**src/sv/assert_macros.svh**
```systemverilog
// Assertion helpers shared by the RTL.
`ifndef ASSERT_MACROS_SVH
`define ASSERT_MACROS_SVH

// Assert that property p implies q on every clock edge outside reset.
`define ASSERT_IMPL(label, clk, rst_n, p, q, msg) \
    label: assert property (@(posedge clk) disable iff (!rst_n) (p) |-> (q)) \
        else $error(msg);

// Assert that a property p holds at the next edge after condition c.
`define ASSERT_NEXT(label, clk, rst_n, c, p, msg) \
    label: assert property (@(posedge clk) disable iff (!rst_n) (c) |=> (p)) \
        else $error(msg);

`endif

```
**src/sv/rmq_pkg.sv**
```systemverilog
package rmq_pkg;
    // Component magnitudes: trace+1 is at most 3*32767+2^30 for the widest
    // fraction setting; 33 bits hold any component, 66 its square.
    localparam int CW = 34;
    localparam int SW = 70;
    localparam int QBITS = 15;
    localparam int QMAX = 32767;

    typedef struct packed {
        logic signed [CW-1:0] x;
        logic signed [CW-1:0] y;
        logic signed [CW-1:0] z;
        logic signed [CW-1:0] w;
        logic                 degen;
    } comp_t;
endpackage

```
**src/sv/rmq_front.sv**
```systemverilog
// Branch selection and integer quaternion components, one register stage.
module rmq_front #(
    parameter int IN_FRAC_BITS = 14
) (
    input  logic                clk,
    input  logic                en,
    input  logic [143:0]        mat,
    output rmq_pkg::comp_t      comp
);
    import rmq_pkg::*;

    logic signed [CW-1:0] m [9];
    logic signed [CW-1:0] one, tr, arg;
    logic [1:0] i_sel;
    comp_t comp_next, comp_reg;

    always_comb
    begin
        for (int n = 0; n < 9; n++)
            m[n] = CW'($signed(mat[n*16 +: 16]));
        one = CW'(1) <<< IN_FRAC_BITS;
        tr = m[0] + m[4] + m[8];
        i_sel = 2'd0;
        if (m[4] > m[0]) i_sel = 2'd1;
        if (m[8] > ((i_sel == 2'd1) ? m[4] : m[0])) i_sel = 2'd2;
        comp_next = '0;
        arg = '0;
        if (tr > 0)
        begin
            comp_next.x = m[5] - m[7];
            comp_next.y = m[6] - m[2];
            comp_next.z = m[1] - m[3];
            comp_next.w = tr + one;
        end
        else
        begin
            case (i_sel)
                2'd0:
                begin
                    arg = m[0] - (m[4] + m[8]) + one;
                    comp_next.x = arg;
                    comp_next.y = m[1] + m[3];
                    comp_next.z = m[2] + m[6];
                    comp_next.w = m[5] - m[7];
                end
                2'd1:
                begin
                    arg = m[4] - (m[8] + m[0]) + one;
                    comp_next.y = arg;
                    comp_next.z = m[5] + m[7];
                    comp_next.x = m[3] + m[1];
                    comp_next.w = m[6] - m[2];
                end
                default:
                begin
                    arg = m[8] - (m[0] + m[4]) + one;
                    comp_next.z = arg;
                    comp_next.x = m[6] + m[2];
                    comp_next.y = m[7] + m[5];
                    comp_next.w = m[1] - m[3];
                end
            endcase
            if (arg <= 0)
            begin
                comp_next = '0;
                comp_next.degen = 1'b1;
            end
        end
    end

    always_ff @(posedge clk)
        if (en) comp_reg <= comp_next;

    assign comp = comp_reg;
endmodule

```
**config.mk**
```make
export PLATFORM = sky130hd
export DESIGN_NAME = rmq_front
export DESIGN_NICKNAME = d
export VERILOG_FILES = /design/src/sv/assert_macros.svh /design/src/sv/rmq_pkg.sv /design/src/sv/rmq_front.sv
export SDC_FILE = /design/constraint.sdc
export NUM_CORES = 1
export LEC_CHECK = 0
export ABC_AREA = 0
export BUFFER_PORTS_ARGS = -buffer_cell sky130_fd_sc_hd__buf_2
export CORE_ASPECT_RATIO = 0.9
export CORE_UTILIZATION = 60
export CTS_BUF_LIST = sky130_fd_sc_hd__clkbuf_8 sky130_fd_sc_hd__clkbuf_16
export CTS_CLUSTER_SIZE = 24
export DETAILED_ROUTE_END_ITERATION = 8
export HOLD_SLACK_MARGIN = 0.1
export PLACE_DENSITY = 0.84
export SKIP_CTS_REPAIR_TIMING = 1
export SYNTH_ARGS = -nofsm -noshare
export SYNTH_HDL_FRONTEND = slang
export SYNTH_SLANG_ARGS = --single-unit
```
**constraint.sdc**
```tcl
create_clock -name clk -period 17.3 [get_ports clk]
set_input_delay 3.46 -clock clk [delete_from_list [all_inputs] [get_ports clk]]
set_output_delay 3.46 -clock clk [all_outputs]
set_load 0.1 [all_outputs]
```
# Word level (Yosys, flattened, before mapping)
# Cells that the tools add are included.
[classes]
n_lt_le_gt_ge = 4
n_mux = 8
n_addsub = 17
eq_ne = 2
n_reduce_logical = 1
[op_table]
columns = ["cell", "count"]
rows = [
  ["case mux 136 bit (2 select lines)", 1],
  ["2-to-1 mux 137 bit", 1],
  ["2-to-1 mux 136 bit", 1],
  ["adder 16 x 16 -> 17 bit", 6],
  ["2-to-1 mux 34 bit", 2],
  ["case mux 34 bit (2 select lines)", 1],
  ["adder 18 x 16 -> 19 bit (second input constant)", 3],
  ["subtractor 16 x 17 -> 18 bit", 3],
  ["subtractor 16 x 16 -> 17 bit", 3],
  ["adder 34 x 16 -> 34 bit (second input constant)", 1],
  ["> comparator 16 x 34 -> 1 bit", 1],
  ["> comparator 34 x 1 -> 1 bit (second input constant)", 1],
  ["<= comparator 34 x 1 -> 1 bit (second input constant)", 1],
  ["adder 17 x 16 -> 18 bit", 1],
  ["> comparator 16 bit", 1],
  ["== test 2 x 1 -> 1 bit (second input constant)", 2],
  ["logical NOT 2 bit", 1],
  ["2-to-1 mux 2 bit", 1],
  ["2-to-1 mux 1 bit", 1],
]
[totals]
elab_cells = 37
input_bits = 146
out_inout_bits = 137
register_bits = 137

# Logic depth before layout (Yosys ltp)
[logic_depth]
word_depth = 12
depth_mapped = 31
mapped_depth_nobuf = 29

# Worst setup path after synthesis
# OpenSTA, ideal clock, no wires.
[synth_timing]
path_type = "input -> register"
from = "input mat[13]"
to = "register comp_reg, in the netlist comp[118], data pin"
stages = 25
setup_ns = 0.272
required_time_ns = 17.028
t_arrival_ns = 8.958
path_buffers = 8
setup_slack_ns = 8.070
cell_sequence = "inv_1 -> ha_1 -> a21oi_1 -> o22ai_1 -> or3_1 -> o311ai_1 -> clkbuf_1 -> buf_1 -> buf_1 -> clkbuf_1 -> a21oi_1 -> ha_1 -> nand2_1 -> a2111oi_0 -> and4bb_1 -> or2_2 -> buf_2 -> nand2_1 -> or4b_1 -> a2111oi_4 -> or2_1 -> buf_4 -> buf_8 -> buf_6 -> o22ai_1"
[synth_lines]
columns = ["item", "line_no", "source"]
rows = [
  ["start, declared", "rmq_front.sv:7", "input logic [143:0] mat,"],
  ["end signal, assigned", "rmq_front.sv:72", "if (en) comp_reg <= comp_next;"],
  ["end, declared", "rmq_front.sv:15", "comp_t comp_next, comp_reg;"],
]

==> results.md <==
- Slowest-stage cell, CP: or2_2
- Largest net degree at the start of global routing: 82
- Final hold vios: 0
- DR DRC count: 0
- Antenna-violating nets left: 0
- RSZ-0062 raised after global routing: false
- Max reg flops: 81
- FFs w/ async S/R, synth: 0%
- Critical path startpoint category: input pin
- Vias in the first global route: 14400
- Seq/Total Area, Yosys: approximately 15%
- Dpl ws: slightly above 6 ns
- Die Footprint: around 28000 um2
- Final wirelength: between 50 and 60 mm
- Worst hold slack: 3.70 ns
- Drt initial violations: 1770
- Most common cell on crit path: a21oi_1
- Routed WL per cell: roughly 20 um
- Core Area: between 20000 and 30000 um2
- Rows: between 50 and 60
- I/O pin total: 283
- Final min period: ~11 ns
- Util after Layout: between 60% and 70%
- Commonest cells in the synthesized netlist: ha_1 (266), inv_1 (192), nor2_1 (178), a21oi_1 (169), nand2_1 (144)
- Critical path, cell by cell: buf_2 -> inv_1 -> ha_1 -> o21ai_0 -> a21oi_1 -> o221ai_1 -> o311ai_4 -> buf_4 -> nor2_1 -> a21oi_1 -> ha_1 -> nand2_1 -> a21oi_1 -> a2111oi_0 -> and4bb_1 -> or2_2 -> buf_4 -> nand2_1 -> or4b_1 -> a2111oi_4 -> or2_2 -> o22ai_1
- Critical Path AT: around 11 ns
- Area contributors post-synth: ha_1 (21%), edfxtp_1 (15%), xnor2_1 (6.0%), fa_1 (5.3%), a21oi_1 (5.3%)
- Max Transition Viols Final: 0
- Crit end category: register
- Hold Crit Class: in2reg
- CP bufs+invs: 4
- Setup Viol. Count Final: 0
- MaxCap Viol Count: 0
- Crit path max fanout: 60
- CTS tree: yes
- Fin Setup TNS: 0 ns
- Pwr/cell area: 144 nW/um2
- Clock Tree Root: clkbuf_16
- CTS clk-pin slew, worst paths: 0.07 ns
- Die span in x: ~170 um
- LEAKAGE: approximately 8.2 nW
- Max VDD drop: between 0.1 and 0.15 mV
- Synth top area share: 20.7%
- Headroom to the max-slew limit: between 10% and 20%
- Yosys reg bits: between 80 and 90
- DRT Pass-1 Iters: 6
- Worst setup path category: in2reg
- Synth Warn #: 0
- Top-count cell post-synth: ha_1
- Clock tree sinks: a little over 80
- Mapped Avg Cell Area: 7.96 um2
- Post-Syn Area: approximately 16000 um2
- Total vias in the final route: approximately 16000
- Post-route setup slack: between 6 and 7 ns
- Worst slew pin tran: between 1 and 1.5 ns
- Max stage delay on crit path: around 1.1 ns
- Number of synthesized flops with an enable pin: 81
- Top Family by Delay on Critical Path: simple AND/OR/NAND/NOR gates
- GRT overflow: 0
- Tot Pwr: roughly 2.5 mW
- Starting Density: 61.5%
- Final period util: 64.1%
- Netlist cell types: 87
- Antenna violations before repair: 1
- Layout cells sized above 1: about 16%
- Area grow syn2layout: 8.85%
- Status: finished clean
- Mapped Cells: a little over 2000
- Worst EP required: about 17 ns
- Die H: between 150 and 200 um
- Max frequency: ~0.090 GHz
- Total Routing Usage GR: a little under two fifths
- H-Tree Level Count: 3
- IO Port Bufs: 282
- Cell taking the most area after synthesis: ha_1
- DP HPWL: between 40 and 50 mm
- Syn Nets: ~2500
- First-pass GRT wire length: roughly 80 mm
- Routability congestion estimate: around 1.0
- Vias per inst: between 6 and 7
- Num CTS Buffers: 9
- Top FF cell, synth: edfxtp_1
- Final nets: roughly 2600
- Buffer levels on the longest clock path: 2
## per-layer routing
layer | wire [um] | GRT usage (%) | part of all wire (%)
met1 | 21900 | 49.3 | 42
met2 | 23200 | 59.7 | 45
met3 | 4950 | 6.55 | 9.6
met4 | 1590 | 11.6 | 3.1
met5 | 0 | 0 | 0
## placed cells by master (no fill, tap or decap), types with 13 or more instances in the layout
cell and n:
a211oi_1 35, a21o_1 28, a21oi_1 169, a221oi_1 14, a31oi_1 15, buf_2 281
edfxtp_1 81, fa_1 43, ha_1 266, inv_1 193, mux2i_1 13, nand2_1 144
nand2b_1 26, nand3_1 24, nor2_1 177, nor2b_1 27, nor3_1 42, o211ai_1 19
o21a_1 23, o21ai_0 90, o21bai_1 27, o22ai_1 23, o31ai_1 56, o41ai_1 14
or2_2 14, or3_1 18, xnor2_1 110, xor2_1 35
## power by group
part	total [mW]	internal, mW	switching (mW)
logic	1.98	0.490	1.49
clock network	0.193	0.112	0.0815
registers	0.357	0.310	0.0462
total	2.53	0.912	1.61
## path summary, 6_finish.rpt
check,start,endpoint,slack (ns),cells after the start
max,mat[2],comp[6]$_DFFE_PP_,6.22,22
min,mat[97],comp[70]$_DFFE_PP_,3.70,4
## area by class of cell
| class | count | area [um2] |
|---|---|---|
| fillers | 2304 | 8670 |
| multi-input cells | 1605 | 12200 |
| flip-flops and latches | 81 | 2430 |
| clock buffers | 9 | 225 |
| repair buffers | 289 | 1470 |
| clock inverters | 7 | 70.1 |
| inverters | 192 | 721 |
| diodes | 1 | 2.50 |
| well taps | 348 | 435 |
## cells by family after synthesis
logic type | synth area share [%]
compound gates | 24.7
xor+xnor | 7.88
fa+ha+maj | 26.0
buf+inv | 9.50
flops | 15.1
mux | 1.02
simple gates | 15.8
## per-stage QoR
stage / std cells / area (um2)
5_1_grt: 2531 / 17500
2_1_floorplan: 2025 / 16100
3_3_place_gp: 2515 / 17200
4_1_cts: 2531 / 17500
6_report: 2532 / 17500
3_5_place_dp: 2515 / 17200
## worst min-delay path: cells and delay by family
kind / cells / cell delay (ns)
buffers and inverters: 1 / 0.14
and+or+nand+nor: 1 / 0.05
adders and majority gates: 1 / 0.20
AOI/OAI and AO/OA: 1 / 0.07
No activity file was read; power rests on OpenSTA's default activity.
